===== src/qs_sqrt_cell.sv =====
`timescale 1ns / 1ps
// One restoring step of a 64-bit integer square root, registered.
// Depends on nothing beyond its ports.
module qs_sqrt_cell (
    input  logic        clk,
    input  logic        en,
    input  logic [63:0] rad_in,
    input  logic [63:0] root_in,
    input  logic [63:0] bit_in,
    output logic [63:0] rad_out,
    output logic [63:0] root_out
);

    logic [63:0] rad_reg, root_reg;
    logic [63:0] rad_next, root_next, trial;

    always_comb
    begin
        trial = root_in + bit_in;
        if (rad_in >= trial)
        begin
            rad_next  = rad_in - trial;
            root_next = (root_in >> 1) + bit_in;
        end
        else
        begin
            rad_next  = rad_in;
            root_next = root_in >> 1;
        end
    end

    always_ff @(posedge clk)
    begin
        if (en)
        begin
            rad_reg  <= rad_next;
            root_reg <= root_next;
        end
    end

    assign rad_out  = rad_reg;
    assign root_out = root_reg;

endmodule


===== config.mk =====
export PLATFORM = sky130hd
export DESIGN_NAME = qs_sqrt_cell
export DESIGN_NICKNAME = d
export VERILOG_FILES = /design/src/qs_sqrt_cell.sv
export SDC_FILE = /design/constraint.sdc
export NUM_CORES = 1
export LEC_CHECK = 0
export BUFFER_PORTS_ARGS = -buffer_cell sky130_fd_sc_hd__clkbuf_2
export CORE_MARGIN = 8
export CORE_UTILIZATION = 52
export CTS_BUF_LIST = sky130_fd_sc_hd__clkbuf_8 sky130_fd_sc_hd__clkbuf_16
export DETAILED_ROUTE_END_ITERATION = 16
export PLACE_DENSITY = 0.82
export SLEW_MARGIN = 40
export SYNTH_ARGS = -nofsm -noshare
export SYNTH_HDL_FRONTEND = slang
export SYNTH_SLANG_ARGS = --single-unit
export TNS_END_PERCENT = 100

===== constraint.sdc =====
create_clock -name clk -period 5.33 [get_ports clk]
set_input_delay 0.533 -clock clk [delete_from_list [all_inputs] [get_ports clk]]
set_output_delay 0.533 -clock clk [all_outputs]
set_load 0.02 [all_outputs]

* Word level (Yosys, flattened, before mapping) *
Index checks and enable logic that the tools add are counted.

storage, ports and cells
  register bits = 128
  output and inout port bits = 128
  word-level logic and storage cells = 9
  input bits = 194

operators by class
  $lt $le $gt $ge = 1
  muxes and demuxes = 2
  add/sub/neg operators = 3

operator list
  kind                                count
  adder 63 x 64 -> 64 bit             1
  adder 64 bit                        1
  greater-or-equal comparator 64 bit  1
  two-way mux 64 bit                  1
  subtractor 64 bit                   1
  two-way mux 63 bit                  1

* Logic depth before layout (Yosys ltp) *
Gate-level depths: netlist (run 1).

  word-level depth = 3
  gate-level depth with buffers = 27

* Worst setup path after synthesis (run 1) *
OpenSTA, ideal clock, no wires.

  kind = input to register
  from = input port root_in[14]
  to = register rad_reg[55], in the netlist rad_out[55] (data pin)
  path buffers = 5
  path slack = 0.068 ns
  required time = 5.071 ns
  stages on the path = 25
  arrival time = 5.003 ns
  cells stage by stage = ha_1 -> buf_2 -> nand2_1 -> or3_1 -> or3_1 -> a2111oi_4 -> nor2_1 -> o32ai_1 -> nor2_1 -> o21ai_0 -> xnor2_1 -> ha_1 -> clkbuf_2 -> nand2_1 -> o21ai_1 -> a221oi_1 -> o21ai_1 -> nor2_1 -> a2111o_1 -> a311oi_2 -> nand2b_1 -> buf_6 -> buf_6 -> buf_6 -> a21oi_1

between the ends
  cells in the longest elaborated chain, start to end = 3
  elaborated cells on any way between the ends = 4
  those cells by class = add/sub (2); order compare (1); mux (1)

RTL lines
  element                                                                         line    text
  start: declaration                                                              8       input logic [63:0] root_in,
  adder 64 bit (*)                                                                19      trial = root_in + bit_in;
  subtractor 64 bit / greater-or-equal comparator 64 bit (equally long branches)  22, 20
  two-way mux 64 bit (*)                                                          20      if (rad_in >= trial)
  named net rad_next[55]                                                          15      logic [63:0] rad_next, root_next, trial;
  end signal: assignment                                                          36      rad_reg <= rad_next;
  end: declaration                                                                14      logic [63:0] rad_reg, root_reg;

The timed path passes the listed nets; every way through them passes the cells marked *.
A chain may end at the register's enable or synchronous reset.

* Final worst setup path (run 1) *
  from = input port bit_in[13]
  to = register rad_reg[61], in the netlist rad_out[61] (data pin)

between the ends
  cells in the longest elaborated chain, start to end = 3
  elaborated cells on any way between the ends = 4
  those cells by class = add/sub (2); order compare (1); mux (1)

RTL lines
  element                                                                         line    text
  start: declaration                                                              9       input logic [63:0] bit_in,
  adder 64 bit (*)                                                                19
  subtractor 64 bit / greater-or-equal comparator 64 bit (equally long branches)  22, 20
  two-way mux 64 bit (*)                                                          20
  named net rad_next[61]                                                          15

Marks and branches as above.

==> results of run 1 <==
-- power breakdown --
part	leakage (nW)	internal [mW]	switching (mW)
logic	8.72	1.93	2.64
registers	1.25	1.47	0.0745
clock network	0.268	0.636	0.508
-- stage by stage --
step / utilization / instance area [um^2] / setup slack (ns) / std cells
CTS: 0.673 / 21700 / 0.00542 / 3150
detailed placement: 0.656 / 21100 / -0.517 / 3119
finish: 0.681 / 21900 / 0.101 / 3160
floorplan: - / 16800 / 0.0681 / 2137
global route: 0.681 / 21900 / -0.0406 / 3160
global placement: 0.656 / 21100 / -0.444 / 3119
-- what timing repair did --
item / in CTS / in global routing
buffers inserted: 0 / 4
pin swaps: 0 / 12
gates resized for setup: 3 / 43
hold buffers: 0 / 0
endpoints found under the setup margin: 53 / 128
endpoints found under the hold margin: 0 / 0
gates cloned: 0 / 2
-- sequential cells by signal (all words and copies together) (netlist names) --
signal and count:
rad_out 64, root_out 64
-- layout make-up --
type	instances	area [um^2]
clock inverters	14	118
fillers	2695	10300
repair buffers	674	4380
well taps	408	510
clock buffers	17	425
multi-input cells	1852	12400
inverters	63	236
diodes	4	10.0
flip-flops and latches	128	3840
-- cells by family after synthesis --
| logic type | synth area share |
|---|---|
| AO/OA/AOI/OAI | 0.302 |
| XOR/XNOR | 0.0866 |
| adder cells (fa/ha/maj) | 0.145 |
| buffers and inverters | 0.0435 |
| flip-flops | 0.229 |
| multiplexers | 0.00253 |
| AND/OR/NAND/NOR | 0.191 |
-- how the worst max path moves through the flow --
| stage | slack, ns | depth (start not counted) | end | from |
|---|---|---|---|---|
| global route | -0.04 | 24 | root_out[1]$_DFFE_PP_ | bit_in[13] |
| finish | 0.10 | 24 | rad_out[61]$_DFFE_PP_ | bit_in[13] |
| global placement | -0.44 | 26 | rad_out[39]$_DFFE_PP_ | root_in[12] |
| detailed placement | -0.52 | 26 | rad_out[2]$_DFFE_PP_ | root_in[12] |
| floorplan | 0.07 | 25 | rad_out[55]$_DFFE_PP_ | root_in[14] |
| CTS | 0.005 | 24 | root_out[34]$_DFFE_PP_ | root_in[14] |
-- synthesized netlist by cell type, drive strengths merged, types with 6 or more instances --
cell	n
nand2b	25
nand3	45
or3	12
nor2	206
inv	63
o21bai	57
nor3	33
a31oi	17
a2111oi	7
and2	21
a21o	100
nor2b	21
and3	24
and4	7
o211ai	12
nand4	49
a211oi	15
edfxtp	128
o21a	20
o21ai	136
buf	38
nor4	11
nand2	209
o2111ai	7
a31o	7
xor2	66
or4	6
a21oi	334
a21boi	14
o31ai	23
xnor2	100
clkbuf	56
ha	190
or2	7
-- critical path, delay by kind of cell --
kind | cells | cell delay [ns]
adder cells (fa/ha/maj) | 2 | 0.64
buffers and inverters | 5 | 0.68
AO/OA/AOI/OAI | 7 | 1.76
XOR/XNOR | 1 | 0.11
AND/OR/NAND/NOR | 9 | 1.71
-- per-layer routing --
| metal | vias up | track usage |
|---|---|---|
| met4 | 0 | 0.104 |
| li1 | 9162 | - |
| met1 | 8984 | 0.441 |
| met2 | 942 | 0.487 |
| met3 | 143 | 0.0622 |
| met5 | - | 0 |
==> results.md, run 1 <==
- Outcome: complete, no violations
- Yosys top cell area share: 0.229
- Setup TNS: 0 ns
- DP Wirelength: 53000 um
- Tightest Hold Check Type: in2reg
- CP max stage delay: 0.45 ns
- Post-synth EDFFs: 128
- Initial Util: 0.522
- Initial DRC Count: 1942
- Worst-Margin Slew: 0.659 ns
- Post-Synthesis Cell Area: 0.0168 mm^2
- Synth cell types: 85
- Max-slew headroom: 0.556
- Crit path max fanout: 13
- WS Path Type: in2reg
- CP required: 5.53 ns
- Hold_sp: rad_in[8]
- FFs w/ async S/R, synth: 0
- Final Max Tran Viols: 0
- Commonest non-fill, non-tap cell in the layout: buf_4
- Met3 routed WL: 5880 um
- Critical Path Sink Type: register
- Net Count, Synth: 2524
- Clk pin slew, worst setup/hold paths: 0.07 ns
- CTS tree: yes
- Power Dens Cells: 331 mW/mm^2
- Area Growth Syn to Fin: 30.5%
- Largest net degree at the start of global routing: 65
- Top-level I/O count: 322
- Endpoints failing hold: 0
- Max Clock Freq: 191 MHz
- CTS Buffer Depth: 2
- Final setup fails: 0
- Most frequent cells in the layout: buf_4 (345), clkbuf_2 (320), a21oi_1 (317)
- Clock root buffer: clkbuf_16
- Crit path launch type: input pin
- Hold depth: 3
- First-pass GRT wire length: 97700 um
- Largest area contributor in the netlist: edfxtp_1
- Port-buffer cells: 321
- Vias post-DR: 19200
- Number of global-route vias before repair: 18300
- H-tree Lvls: 4
- Length of routed wiring on met1: 28600 um
- Synth Instances: 2137
- DRC Markers: 0
- Syn_area_per_cell: 7.86 um^2
- Routed len/inst: 20.2 um
- Chip Width: 196 um
- DRT antenna net count: 0
- Max Cap Viol: 0
- Chip height: 196 um
- Die area: 0.0383 mm^2
- Cell row count: 66
- Crit-path cells: clkbuf_2 -> ha_1 -> nand2_1 -> or3_4 -> or3_4 -> a2111oi_4 -> buf_4 -> o21ai_2 -> o21bai_2 -> a41oi_2 -> nor2_2 -> xnor2_2 -> ha_1 -> and2_4 -> nand4_1 -> nor2_1 -> inv_1 -> a2111o_1 -> a311oi_4 -> nor2b_4 -> buf_12 -> buf_4 -> and2_1 -> a31o_2
- Yosys warns: 0
- Seq cells post-synth: 128
- Maximum VDD drop: 0.000254 V
- Fraction of layout cells with a size suffix above 1: 0.283
- Final WL: 63900 um
- # nets final: 3123
- Slowest CP cell: a2111o_1
- Vias/cell: 6.09
- Drt pass-1 iters: 6
- Total power: 7.26 mW
- RD Place Congestion: 1.03
- Cells taking the most area after synthesis: edfxtp_1 (23%), ha_1 (14%), a21oi_1 (9.7%)
- DR top layer: met4
- Arrival time at the worst endpoint: 5.42 ns
- Final min period: 5.23 ns
- Sequential element share of the synthesized area: 0.229
- Worst Hold Path EP: rad_out[8]$_DFFE_PP_
- Tcrit/Tclk final: 0.981
- Clk sinks: 128
- Worst hold slack: 0.389 ns
- GR Overflow Total: 0
- Leakage power: 10.2 nW
- Met2 wire length: 27700 um
- Core Area: 0.0322 mm^2
- All-layer global routing usage: 0.317
- Num CTS Buffers: 17
- Most common flop cell mapped by yosys: edfxtp_1
- Antenna violations before repair: 4
Note: power is estimated with default switching activity, not from simulation.
==> run 2: changes to the inputs <==
--- a/config.mk
+++ b/config.mk
@@ -7,10 +7,10 @@
 export LEC_CHECK = 0
 export BUFFER_PORTS_ARGS = -buffer_cell sky130_fd_sc_hd__clkbuf_2
 export CORE_MARGIN = 8
-export CORE_UTILIZATION = 52
+export CORE_UTILIZATION = 25
 export CTS_BUF_LIST = sky130_fd_sc_hd__clkbuf_8 sky130_fd_sc_hd__clkbuf_16
 export DETAILED_ROUTE_END_ITERATION = 16
-export PLACE_DENSITY = 0.82
+export PLACE_DENSITY = 0.47
 export SLEW_MARGIN = 40
 export SYNTH_ARGS = -nofsm -noshare
 export SYNTH_HDL_FRONTEND = slang
==> results.md, run 2 (synthesized netlist as in run 1, its figures left out) <==
- GR Overflow Total: 0 (unchanged)
- DRC Markers: 0 (unchanged)
- Power Dens Cells: 326 mW/mm^2 (-1.4%)
- Top-level I/O count: 322 (unchanged)
- Commonest non-fill, non-tap cell in the layout: buf_4
- Die area: 0.0757 mm^2 (+98%)
- # nets final: 3265 (+4.5%)
- Final setup fails: 0 (unchanged)
- Final WL: 76000 um (+19%)
- Chip height: 275 um (+41%)
- Met1 global-route usage: 0.266 (-0.174)
- Max Cap Viol: 0 (unchanged)
- Chip Width: 275 um (+41%)
- Max Clock Freq: 194 MHz (+1.2%)
- Met2 Use GR: 0.292 (-0.196)
- RD Place Congestion: 0.946 (-7.8%)
- Crit path launch type: input pin
- Num CTS Buffers: 17 (unchanged)
- Tightest Hold Check Type: in2reg
- DP Wirelength: 63200 um (+19%)
- Initial DRC Count: 1102 (-43%)
- Final Max Tran Viols: 0 (unchanged)
- Largest net degree at the start of global routing: 70 (+7.7%)
- Dpl cell area: 0.0227 mm^2 (+7.6%)
- # hold bufs at CTS: 0 (unchanged)
- Tcrit/Tclk final: 0.970 (-0.0115)
- Routed len/inst: 20.2 um (-0.28%)
- CP required: 5.58 ns (+0.05 ns)
- Area Growth Syn to Fin: 42.6%
- Area occupied by multi-input gates: 0.0126 mm^2 (+1.6%)
- WS Path Type: in2reg
- Clk pin slew, worst setup/hold paths: 0.07 ns (about the same)
- Clk sinks: 128 (unchanged)
- Antenna violations before repair: 4 (unchanged)
- Setup TNS: 0 ns (unchanged)
- Grt peak-use layer: met2
- Outcome: complete, no violations
- Leakage power: 11.0 nW (+7.6%)
- Met3 usage: 0.0252 (-0.0370)
- Final min period: 5.17 ns (-0.0613 ns)
- DRT antenna net count: 0 (unchanged)
- Fraction of layout cells with a size suffix above 1: 0.329 (+0.0462)
- Critical Path Sink Type: register
- Vias post-DR: 18800 (-2.0%)
- CP max stage delay: 0.45 ns (about the same)
- Crit-path cells: clkbuf_2 -> ha_4 -> nand2_2 -> or3_4 -> or3_4 -> a2111oi_4 -> buf_4 -> o21ai_4 -> o21bai_4 -> a41oi_2 -> nor2_2 -> xnor2_2 -> ha_1 -> buf_4 -> a221oi_1 -> o21ai_1 -> nor2_1 -> a2111o_1 -> a311oi_4 -> nor2b_4 -> buf_6 -> clkbuf_16 -> and2_1 -> a31o_1
- Number of global-route vias before repair: 18800 (+2.6%)
- Vias/cell: 5.01 (-18%)
- Core Area: 0.0668 mm^2 (+110%)
- First-pass GRT wire length: 110000 um (+13%)
- Fillers: 7082 (+160%)
- Cell row count: 95 (+44%)
- Port-buffer cells: 321 (unchanged)
- Logic gate share of total power: 0.643 (+0.013)
- Clock root buffer: clkbuf_16
- Maximum VDD drop: 0.000273 V (+7.4%)
- CTS Buffer Depth: 2 (unchanged)
- All-layer global routing usage: 0.188 (-0.129)
- Register share of total power: 0.199 (-0.013)
- Endpoints failing hold: 0 (unchanged)
- Max-slew headroom: 0.475 (-0.0814)
- Drt pass-1 iters: 6 (unchanged)
- Int Power: 4.38 mW (+8.6%)
- Sw Share: 0.439 (-0.00506)
- Psw: 3.43 mW (+6.4%)
- FF+latch area: 0.00384 mm^2 (unchanged)
- Most frequent cells in the layout: buf_4 (479), clkbuf_2 (314), a21oi_1 (310)
- Final Instance Area: 0.0239 mm^2 (+9.2%)
- CTS tree: yes
- Clk pwr share: 0.158 (about the same)
- Slowest CP cell: a2111o_1
- Worst-Margin Slew: 0.780 ns (+0.121 ns)
- H-tree Lvls: 4 (unchanged)
- Arrival time at the worst endpoint: 5.42 ns (about the same)
- Crit path max fanout: 8 (-5)
- Initial Util: 0.251 (-0.270)
==> run 2: worst paths after layout <==
check        start                      to  slack (ns)  cells past startpoint
max    root_in[14]  root_out[51]$_DFFE_PP_        0.16                     24
min     rad_in[13]   rad_out[13]$_DFFE_PP_        0.37                      3
==> run 2: worst max-delay path, delay by kind of cell <==
family                   cells  cell delay, ns
AND/OR/NAND/NOR              7            1.36
adder cells (fa/ha/maj)      2            0.61
XOR/XNOR                     1            0.12
buffers and inverters        5            0.83
AO/OA/AOI/OAI                9            1.93
==> run 2: what timing repair did <==
action / 4_1_cts / 5_1_grt
pin swaps: 0 / 38
gates cloned: 0 / 7
endpoints found under the setup margin: 45 / 128
buffers inserted: 0 / 12
gates resized for setup: 8 / 92
==> run 2: area by class of cell <==
cell class | count | share of cell area
Clock inverter | 12 | 0.00611
Timing Repair Buffer | 816 | 0.234
Inverter | 63 | 0.00988
Antenna cell | 4 | 0.000418
Clock buffer | 17 | 0.0178
Tap cell | 873 | 0.0456
Multi-Input combinational cell | 1852 | 0.526
Sequential cell | 128 | 0.161
==> run 2: layer usage <==
metal  vias to the layer above  share of wire
li1                       9459              -
met1                      8786           0.49
met3                        77          0.041
met2                       526           0.44
met5                         -              0
met4                         0          0.024
==> run 2: stage by stage <==
step	total power, mW	worst slack, ns	util	std cells	hold slack [ns]
after global routing	8.34	-0.0394	0.358	3765	0.361
after floorplan	4.24	0.0681	-	2137	0.645
final	7.82	0.162	0.358	3765	0.368
after global placement	6.28	-0.691	0.340	3713	0.863
after CTS	7.57	0.0109	0.349	3742	0.333
after detailed placement	6.28	-0.772	0.340	3713	0.864
==> run 2: power by group through the flow <==
stage	clock [mW]	sequential (mW)	combinational (mW)
6_report	1.23	1.55	5.03
2_1_floorplan	0	1.88	2.36
3_5_place_dp	0	1.58	4.70
5_1_grt	1.30	1.58	5.46
4_1_cts	1.27	1.56	4.74
3_3_place_gp	0	1.58	4.69
