## config.mk

```make
export PLATFORM = sky130hd
export DESIGN_NAME = qs_div_cell
export DESIGN_NICKNAME = d
export VERILOG_FILES = /design/src/qs_pkg.sv /design/src/qs_div_cell.sv
export SDC_FILE = /design/constraint.sdc
export NUM_CORES = 1
export LEC_CHECK = 0
export BUFFER_PORTS_ARGS = -buffer_cell sky130_fd_sc_hd__clkbuf_2
export CORE_ASPECT_RATIO = 1.1
export CORE_MARGIN = 5
export CORE_UTILIZATION = 49
export DETAILED_ROUTE_END_ITERATION = 8
export MAX_ROUTING_LAYER = met4
export PLACE_DENSITY = 0.78
export SETUP_SLACK_MARGIN = 0.3
export SLEW_MARGIN = 20
export SYNTH_ARGS = -nofsm -noshare
export SYNTH_HDL_FRONTEND = slang
export SYNTH_SLANG_ARGS = --single-unit
```

## constraint.sdc

```tcl
create_clock -name clk -period 4.75 [get_ports clk]
set_input_delay 0.475 -clock clk [delete_from_list [all_inputs] [get_ports clk]]
set_output_delay 0.475 -clock clk [all_outputs]
set_load 0.02 [all_outputs]
```

## src/qs_pkg.sv

```systemverilog
`timescale 1ns / 1ps
// Shared constants, types and helper functions for the quaternion slerp pipeline.
// Depends on nothing; qs_cordic_cell, qs_div_cell and quaternion_slerp use it by scoped names.
package qs_pkg;

    localparam int COMPONENT_BITS = 16;
    localparam int CORDIC_STEPS   = 16;
    localparam int FRAC_BITS      = COMPONENT_BITS - 2;
    localparam int W_SHIFT        = 32 - COMPONENT_BITS;
    localparam int CW             = 40;
    localparam int STEP_W         = 5;
    localparam int DSTEP_W        = $clog2(COMPONENT_BITS);
    localparam int SQRT_STEPS     = 32;
    localparam int LATENCY        = 4 + 2 * SQRT_STEPS + 2 * CORDIC_STEPS + 3 + 5 + 1
                                    + COMPONENT_BITS;

    localparam logic signed [31:0]   ONE_W     = 32'sh4000_0000;
    localparam logic signed [CW-1:0] HALF_PI_W = 40'sd1686629713;
    localparam logic signed [CW-1:0] PI_W      = 40'sd3373259426;
    localparam logic signed [CW-1:0] GAIN_W    = 40'sd652032874;
    localparam logic [31:0]          HALF_PI_U = 32'd1686629713;
    localparam logic [31:0]          PI_U      = 32'd3373259426;
    localparam logic [32:0]          SMALL_SIN = 33'd1048576;
    localparam logic [16:0]          T_ONE     = 17'd65536;

    typedef enum logic [1:0] {
        STATUS_NORMAL = 2'd0,
        STATUS_SMALL  = 2'd1,
        STATUS_ZERO   = 2'd2
    } status_t;

    // Operands and blend factor travelling with the front half of the pipeline.
    typedef struct packed {
        logic [3:0][COMPONENT_BITS-1:0] a;
        logic [3:0][COMPONENT_BITS-1:0] b;
        logic [30:0]                    t30;
        logic                           fallback;
    } side_t;

    // Interpolated components and flags travelling through the norm square root.
    typedef struct packed {
        logic [3:0][33:0] r;
        logic             fallback;
        logic             zero;
    } back_t;

    // Flags travelling through the divider lanes.
    typedef struct packed {
        logic [3:0] neg;
        logic       fallback;
        logic       zero;
    } tail_t;

    function automatic logic signed [31:0] to_w(input logic signed [COMPONENT_BITS-1:0] v);
        to_w = 32'(v) <<< W_SHIFT;
    endfunction

    function automatic logic signed [CW-1:0] atan_w(input logic [STEP_W-1:0] i);
        case (i)
            5'd0:    atan_w = 40'sd843314857;
            5'd1:    atan_w = 40'sd497837829;
            5'd2:    atan_w = 40'sd263043837;
            5'd3:    atan_w = 40'sd133525159;
            5'd4:    atan_w = 40'sd67021687;
            5'd5:    atan_w = 40'sd33543516;
            5'd6:    atan_w = 40'sd16775851;
            5'd7:    atan_w = 40'sd8388437;
            5'd8:    atan_w = 40'sd4194283;
            5'd9:    atan_w = 40'sd2097149;
            5'd31:   atan_w = '0;
            default: atan_w = CW'(1) <<< (5'd30 - i);
        endcase
    endfunction

    function automatic logic [63:0] sqrt_bit(input int k);
        sqrt_bit = 64'(1) << (62 - 2 * k);
    endfunction

endpackage

```

## src/qs_div_cell.sv

```systemverilog
`timescale 1ns / 1ps
// One restoring division step producing a single quotient bit, registered.
// Depends on qs_pkg for the component width.
module qs_div_cell (
    input  logic                                 clk,
    input  logic                                 en,
    input  logic [qs_pkg::DSTEP_W-1:0]           step,
    input  logic [63:0]                          rem_in,
    input  logic [32:0]                          den_in,
    input  logic [qs_pkg::COMPONENT_BITS-1:0]    quo_in,
    output logic [63:0]                          rem_out,
    output logic [32:0]                          den_out,
    output logic [qs_pkg::COMPONENT_BITS-1:0]    quo_out
);

    logic [63:0] rem_reg, rem_next, dshift;
    logic [32:0] den_reg;
    logic [qs_pkg::COMPONENT_BITS-1:0] quo_reg, quo_next;

    always_comb
    begin
        dshift = 64'(den_in) << step;
        if (rem_in >= dshift)
        begin
            rem_next = rem_in - dshift;
            quo_next = quo_in | (qs_pkg::COMPONENT_BITS'(1) << step);
        end
        else
        begin
            rem_next = rem_in;
            quo_next = quo_in;
        end
    end

    always_ff @(posedge clk)
    begin
        if (en)
        begin
            rem_reg <= rem_next;
            den_reg <= den_in;
            quo_reg <= quo_next;
        end
    end

    assign rem_out = rem_reg;
    assign den_out = den_reg;
    assign quo_out = quo_reg;

endmodule

```

Word-level counts from Yosys, hierarchy flattened
Index checks and enable logic that the tools add are counted.
W data, S select, Z words.
{ "totals": {"latch_bits": 0, "input_bits": 119, "ram_bits": 0, "wordCells": 10, "memories": 0, "output_inout_bits": 113, "romBits": 0, "register_bits": 113} }
{ "classes": {"bitwise_logic": 1, "n_eq_ne": 0, "shift": 2, "order_cmp": 1, "n_addsub": 1, "div": 0, "reduce_logical": 0, "mul": 0, "n_mux": 2} }
{ "ops": {"columns": ["op", "count"], "rows": [
  ["$ge A64 B64 Y1", 1],
  ["$mux W64", 1],
  ["$shl A33 B4 Y64", 1],
  ["$sub A64 B64 Y64", 1],
  ["$mux W16", 1],
  ["$or A16 B16 Y16", 1],
  ["$shl A1 B4 Y16 const A", 1]
]} }

Longest topological paths before layout
Gate-level depths: netlist of run 1.
{ "logic_depth": {"depth_word": 3, "mapped_depth": 22} }

Least setup slack after synthesis of run 1
No wires, ideal clock.
{ "synth_timing": {"path_type": "input port to flip-flop", "start": "input port step[0] (netlist bit)", "end": "register rem_reg[53], in the netlist rem_out[53], data pin", "path_stages": 19, "t_arrival_ps": 4634, "slack_ps": -141, "setup_time_ps": 258, "cell_sequence": "clkbuf_1 -> clkbuf_1 -> clkbuf_1 -> nand2_1 -> o21ai_0 -> mux2i_1 -> or2_2 -> ha_1 -> nand4_1 -> nor4_1 -> a41oi_1 -> and2_2 -> and2b_4 -> a32oi_2 -> and2_4 -> buf_6 -> buf_2 -> nand3_1 -> xnor2_1"} }
{ "synth_via": {"elab_chain_len": 3} }
{ "synth_rtl": {"columns": ["element", "line", "source"], "rows": [
  ["start, declared", "qs_div_cell.sv:7", "input logic [qs_pkg::DSTEP_W-1:0] step,"],
  ["$shl A33 B4 Y64 *", "qs_div_cell.sv:22", "dshift = 64'(den_in) << step;"],
  ["$sub A64 B64 Y64 or $ge A64 B64 Y1 (tied branches)", "qs_div_cell.sv:25, qs_div_cell.sv:23", null],
  ["$mux W64 *", "qs_div_cell.sv:23", "if (rem_in >= dshift)"],
  ["net rem_next[53]", "qs_div_cell.sv:16", "logic [63:0] rem_reg, rem_next, dshift;"],
  ["end signal, assigned", "qs_div_cell.sv:39", "rem_reg <= rem_next;"],
  ["end, declared", "qs_div_cell.sv:16", null]
]} }
Mark *: on every way through the listed nets, which the timed path passes. The rest lies on a longest branch.
A chain may end at the register's enable or synchronous reset.

Worst setup path after layout of run 1
{ "layout_timing": {"start": "input port step[0] (netlist bit)", "end": "register rem_reg[28], in the netlist rem_out[28], data pin"} }
Same word-level chain as after synthesis.

==> summary.md, run 1 <==
| Metric | Value |
|---|---|
| Buf+Inv Stages, Crit Path | 5 |
| DRC viols | 0 |
| Sequential power share | 31.6% |
| GPL Wtd Cong | 1.00 |
| DR vias | 8886 |
| Clk sink count | 113 |
| Worst Hold Class | input pin to flop |
| Tmin final | 4290 ps |
| CP max stage delay | 520 ps |
| Area growth from synthesis to layout | 27.4% |
| TritonCTS clock tree | done |
| Post-synth EDFFs | 113 |
| CTS H-Tree Depth | 4 |
| Pin count of the biggest net entering global routing | 54 |
| Syn avg cell area | 9.30 µm² |
| Combinational power share | 37.3% |
| Area of the multi-input gates | 0.00530 mm² |
| Placed instance count | 1473 |
| Residual overflow from global routing | 0 |
| Syn nets | 1142 |
| Iter 0 DRT Violations | 710 |
| Predominant post-synthesis flop cell | edfxtp_1 |
| Async S/R FF share, synth | 0% |
| Crit end category | flop |
| Worst path cell trace | clkbuf_2 -> buf_12 -> buf_4 -> nor2_1 -> and3_1 -> a21oi_1 -> or2_2 -> ha_1 -> o21ai_0 -> a21oi_1 -> o21ai_1 -> o41ai_2 -> buf_4 -> a21oi_1 -> o21bai_1 -> buf_4 -> a21oi_1 -> xnor2_1 -> a21oi_2 |
| I/O Pins | 232 |
| Final hold violations | 0 |
| Height of the chip | 153 µm |
| WHS | 259 ps |
| P_leak | 0.00502 µW |
| CP required | 4930 ps |
| Setup CP Type | input pin to flop |
| Post-CTS Setup Bufs | 0 |
| Synth Instances | 974 |
| Met1 WL | 12600 µm |
| CTS buffer count | 17 |
| Power Dens Cells | 363 mW/mm² |
| Initial Utilization | 49.6% |
| DR vias/cell | 5.90 |
| WL final | 30400 µm |
| Setup TNS Final | 0 ps |
| Count of input and output buffers | 231 |
| Non-Filler Instances | 1505 |
| Fin. max-slew vios | 0 |
| Clock Pin Slew Worst Setup and Hold Paths | 60 ps |
| Crit-path max FO | 23 |
| Yosys reg bits | 113 |
| CP top delay family | compound AO/OA/AOI/OAI gates |
| Top Metal Used | met4 |
| Post-CTS sizing | 0 |
| Outcome | complete, no violations |
| GRT Total Usage | 28.6% |
| DP Wirelength | 24500 µm |
| Synth Warn # | 0 |
| Die area | 0.0213 mm² |
| Share of post-route cells with drive strength above 1 | 33.6% |
| Post-DRT Antenna Nets | 0 |
| Sw frac | 36.8% |
| Rows | 52 |
| Worst hold path startpoint | den_in[30] |
| First-pass DRT Iterations | 7 |
| Sequential cell area fraction in the yosys report | 37.5% |
| WL met3 | 2860 µm |
| Mapped cell area | 0.00906 mm² |
| Clk root buf | clkbuf_16 |
| Clock network power share | 31.1% |
| Core area | 0.0183 mm² |
| Clock Path Buffers | 2 |
| Part of the cycle the worst path needs | 90.4% |
| Die X | 140 µm |
| Internal | 2650 µW |
| Critical Path AT | 4470 ps |
| Met2 wire length | 14100 µm |
| Antenna diode count | 0 |
| Final setup fails | 0 |
| Type of origin of the critical path | input pin |
| Post-CTS Hold Fix Bufs | 0 |
| Vias in the first global route | 8599 |
| Worst Setup SP | step[0] |
| Slowest cell on the critical path | o41ai_2 |
| Count of different cell masters after synthesis | 69 |
| Global-route wire length before repair | 47100 µm |
| Least-Margin Pin Slew | 630 ps |
| Initial antenna violation count | 0 |
| Switch Pwr | 1540 µW |
| Nets | 1417 |
| Drt wl/cell | 20.2 µm |
| Final core utilization | 63.2% |
| CP dominant cell by count | a21oi_1 |
| Max Freq | 0.233 GHz |
| Fillers | 1592 |
| Max_slew headroom | 58.0% |
| Register Area | 0.00339 mm² |
| Max cap viols | 0 |
| Peak ir drop on the vdd network | 0.000275 V |
| Unrepaired setup endpoints after global routing | yes |
registers in the layout (all words and copies together) (netlist names):
signal / flops
rem_out: 64
den_out: 33
quo_out: 16
area by class of cell:
type                            count  share of cell area (%)
Timing Repair Buffer              316                    16.2
Clock inverter                     15                    1.40
Sequential cell                   113                    29.4
Tap cell                          243                    2.63
Inverter                           23                   0.748
Clock buffer                       17                    3.68
Multi-Input combinational cell    778                    45.9
routing by layer:
metal,GRT usage [%],vias to the layer above
met5,-,-
li1,-,4196
met3,5.62,58
met2,44.6,480
met4,9.14,0
met1,37.7,4152
synthesized netlist by cell type (3+ instances only):
cell        n  area [µm²]
xor2_1     20         175
clkbuf_1   32         120
nor2b_1     9        56.3
a22oi_1     5        37.5
mux4_2     19         428
nor3b_1     3        22.5
o21a_1      5        37.5
or2_2       8        50.1
o21bai_1   10        75.1
o21ai_1     4        20.0
nand2_1   103         387
buf_2      16        80.1
and2_1      3        18.8
nand2b_1    5        31.3
xnor2_1    37         324
mux2i_1    25         250
a31oi_1     3        18.8
or3_1       6        37.5
nor2_2      5        31.3
a41oi_1     3        26.3
and3b_1     3        26.3
ha_1       48         601
a31o_2     11        96.3
buf_6       8        90.1
buf_1       3        11.3
nor4_1     10        62.6
a21oi_1   116         581
nand3_1    18        90.1
a21oi_2     7        61.3
mux2_2     13         146
nand4_1    25         156
a41o_1      3        30.0
and3_1      5        31.3
edfxtp_1  113        3390
o31ai_1     6        45.0
nor2_1     91         342
a21o_1     26         195
or4_1       3        22.5
o21ai_0    69         345
a211oi_1    6        45.0
nor3_1     14        70.1
inv_1      21        78.8
and4_1      3        26.3
cell usage in the layout (no fill, tap or decap), types with 10 or more instances in the layout:
cell and instances:
a21o_1 26, clkbuf_16 17, nand3_1 18, nand4_1 25, nor3_1 13, nand2_1 103
ha_1 48, edfxtp_1 113, o21bai_1 10, clkbuf_2 230, mux4_2 19, xor2_1 20
mux2i_1 25, inv_1 21, a21oi_1 116, nor2_1 90, a31o_2 11, buf_4 80
xnor2_1 37, o21ai_0 69, mux2_2 13
metrics by stage:
| stage | setup slack, ps | power (µW) | instance area, µm² |
|---|---|---|---|
| after floorplan | 355 | 2310 | 9070 |
| after global placement | 58.9 | 2870 | 10900 |
| after detailed placement | 22.4 | 2880 | 10900 |
| after CTS | 468 | 4180 | 11500 |
| after global routing | 292 | 4390 | 11500 |
| final | 456 | 4190 | 11500 |
cells by family after synthesis:
family	synth area share, %
AND/OR/NAND/NOR	16.8
flip-flops	37.5
buffers and inverters	4.34
XOR/XNOR	5.51
multiplexers	9.10
AO/OA/AOI/OAI	20.0
adder cells (fa/ha/maj)	6.85
power by group through the flow:
stage	clock (µW)	combinational, µW	sequential, µW
after detailed placement	0	1530	1350
after floorplan	0	776	1530
after global placement	0	1530	1340
after global routing	1370	1680	1340
final	1300	1560	1320
after CTS	1320	1540	1330
final timing paths:
path / slack [ps] / end / cells after the start
setup / recovery: 460 / rem_out[28] / 19
hold / removal: 260 / den_out[30] / 1
No activity file was read; power rests on OpenSTA's default activity.
==> run 2: changes to the inputs <==
BUFFER_PORTS_ARGS = default   (was -buffer_cell sky130_fd_sc_hd__clkbuf_2)
CORE_UTILIZATION = 57   (was 49)
DONT_BUFFER_PORTS = 1   (was default)
PLACE_DENSITY = 0.75   (was 0.78)
==> run 2 against run 1 <==
Worst hold slack worse by 130 ps; first-iteration DRC count increased by 8.3%; die area fell by 13%; utilization fell by 1.1 points; non-clock buffer count fell by 301; combinational power fell by 35%; global-route usage is 1.0 points higher; setup slack improved by 270 ps; sequential cell count unchanged; clock power is essentially flat; cell count down 23%; sequential share of layout area grew 5.5 points; largest power group is now sequential cells.
==> summary.md, run 2 (same netlist as run 1, synthesis figures left out) <==
| Metric | Value |
|---|---|
| GRT Total Usage | 29.6% |
| CP dominant cell by count | o21ai_0 |
| Worst Hold Class | input pin to flop |
| Fillers | 1336 |
| Largest register FFs | 64 |
| Tmin final | 4030 ps |
| Met1 WL | 10800 µm |
| Initial antenna violation count | 0 |
| Die area | 0.0185 mm² |
| Global-route wire length before repair | 40600 µm |
| Power Total | 3830 µW |
| Core area | 0.0157 mm² |
| WL final | 26800 µm |
| Nets | 1116 |
| GPL Wtd Cong | 1.04 |
| First-pass DRT Iterations | 6 |
| Outcome | complete, no violations |
| Clock Pin Slew Worst Setup and Hold Paths | 70 ps |
| Post-CTS Setup Bufs | 0 |
| CP max stage delay | 520 ps |
| Initial Utilization | 57.8% |
| Internal | 2460 µW |
| Most common cell after layout, fill and taps aside | a21oi_1 |
| Worst hold path startpoint | den_in[14] |
| DR vias | 7568 |
| CP required | 5000 ps |
| Iter 0 DRT Violations | 769 |
| Worst path cell trace | inv_2 -> mux2_2 -> o21ai_0 -> o21ai_0 -> ha_1 -> nand4_1 -> nor4_1 -> a41oi_1 -> and2_2 -> and2b_4 -> a32oi_2 -> and2_4 -> buf_12 -> nor2_1 -> a21oi_1 |
| Clock network power share | 33.7% |
| TritonCTS clock tree | done |
| Hold Path Depth | 0 |
| Area growth from synthesis to layout | 7.31% |
| I/O Pins | 232 |
| Max_slew headroom | 50.4% |
| Max Freq | 0.248 GHz |
| CTS H-Tree Depth | 4 |
| Setup TNS Final | 0 ps |
| Slowest cell on the critical path | nor4_1 |
| Clk root buf | clkbuf_16 |
| Switch Pwr | 1370 µW |
| Max cap viols | 0 |
| CP top delay family | simple AND/OR/NAND/NOR gates |
| Combinational power share | 26.3% |
| Min-Delay Endpoint | den_out[14] |
| Setup CP Type | input pin to flop |
| DP Wirelength | 20700 µm |
| Count of input and output buffers | 0 |
| Height of the chip | 142 µm |
| Post-CTS sizing | 0 |
| Power Dens Cells | 394 mW/mm² |
| Share of post-route cells with drive strength above 1 | 12.6% |
| Area after DPL | 0.00914 mm² |
| Rows | 48 |
| Unrepaired setup endpoints after global routing | no |
| Residual overflow from global routing | 0 |
| Sw frac | 35.8% |
| Peak ir drop on the vdd network | 0.000315 V |
| CTS buffer count | 17 |
| Clock Path Buffers | 2 |
| DR vias/cell | 6.52 |
| WL met3 | 2780 µm |
| Least-Margin Pin Slew | 735 ps |
| Type of origin of the critical path | input pin |
| Critical Path AT | 4280 ps |
| Crit-path max FO | 65 |
| Drt wl/cell | 23.1 µm |
| Post-CTS Hold Fix Bufs | 0 |
| Most frequent cells in the layout | a21oi_1 (116), edfxtp_1 (113), nand2_1 (103), nor2_1 (91), o21ai_0 (69) |
| Die X | 130 µm |
| Final hold violations | 0 |
| Design area | 0.00972 mm² |
| Final setup fails | 0 |
| Sequential power share | 40.0% |
| Vias in the first global route | 7294 |
| Crit end category | flop |
| Part of the cycle the worst path needs | 84.8% |
| Buf+Inv Stages, Crit Path | 2 |
| P_leak | 0.00368 µW |
| Fin. max-slew vios | 0 |
| DRC viols | 0 |
| Post-DRT Antenna Nets | 0 |
| Clk sink count | 113 |
| Met2 wire length | 12500 µm |
| Top Metal Used | met4 |
| Antenna diode count | 0 |
| Pin count of the biggest net entering global routing | 114 |
==> run 2: per-layer routing <==
| layer | vias to the layer above | global-route usage, % |
|---|---|---|
| li1 | 3596 | - |
| met1 | 3482 | 38.1 |
| met2 | 427 | 44.8 |
| met3 | 63 | 8.41 |
| met4 | 0 | 10.4 |
| met5 | - | - |
==> run 2: through the flow <==
stage | hold slack, ps | setup slack (ps) | instances | util (%)
after global routing | 119 | 427 | 1161 | 62.0
after CTS | 125 | 772 | 1161 | 62.0
final | 130 | 724 | 1161 | 62.0
after global placement | 574 | 347 | 1129 | 58.3
after detailed placement | 574 | 345 | 1129 | 58.3
after floorplan | 574 | 355 | 974 | -
==> run 2: how the worst max path moves through the flow <==
stage / cells after the start / to / slack (ps) / startpoint
floorplan: 16 / rem_out[63] / 360 / step[0]
global placement: 16 / rem_out[42] / 350 / step[0]
detailed placement: 17 / quo_out[15] / 340 / step[0]
CTS: 17 / quo_out[15] / 770 / step[0]
global route: 15 / rem_out[42] / 430 / step[0]
finish: 15 / rem_out[42] / 720 / step[1]
==> run 2: power groups by stage <==
stage	clock network, µW	registers (µW)	logic [µW]
6_report	1290	1530	1010
5_1_grt	1360	1550	1100
4_1_cts	1300	1540	986
3_5_place_dp	0	1560	977
3_3_place_gp	0	1550	975
2_1_floorplan	0	1530	776
==> run 2: area by class of cell <==
type                       instances  area [µm²]  share of cell area, %
clock buffer                      17         425                   4.38
clock inverter                    15         161                   1.66
inverter                          23        86.3                  0.888
multi-input combinational        778        5280                   54.3
sequential                       113        3390                   34.9
tap                              200         250                   2.57
timing repair buffer              15         125                   1.29
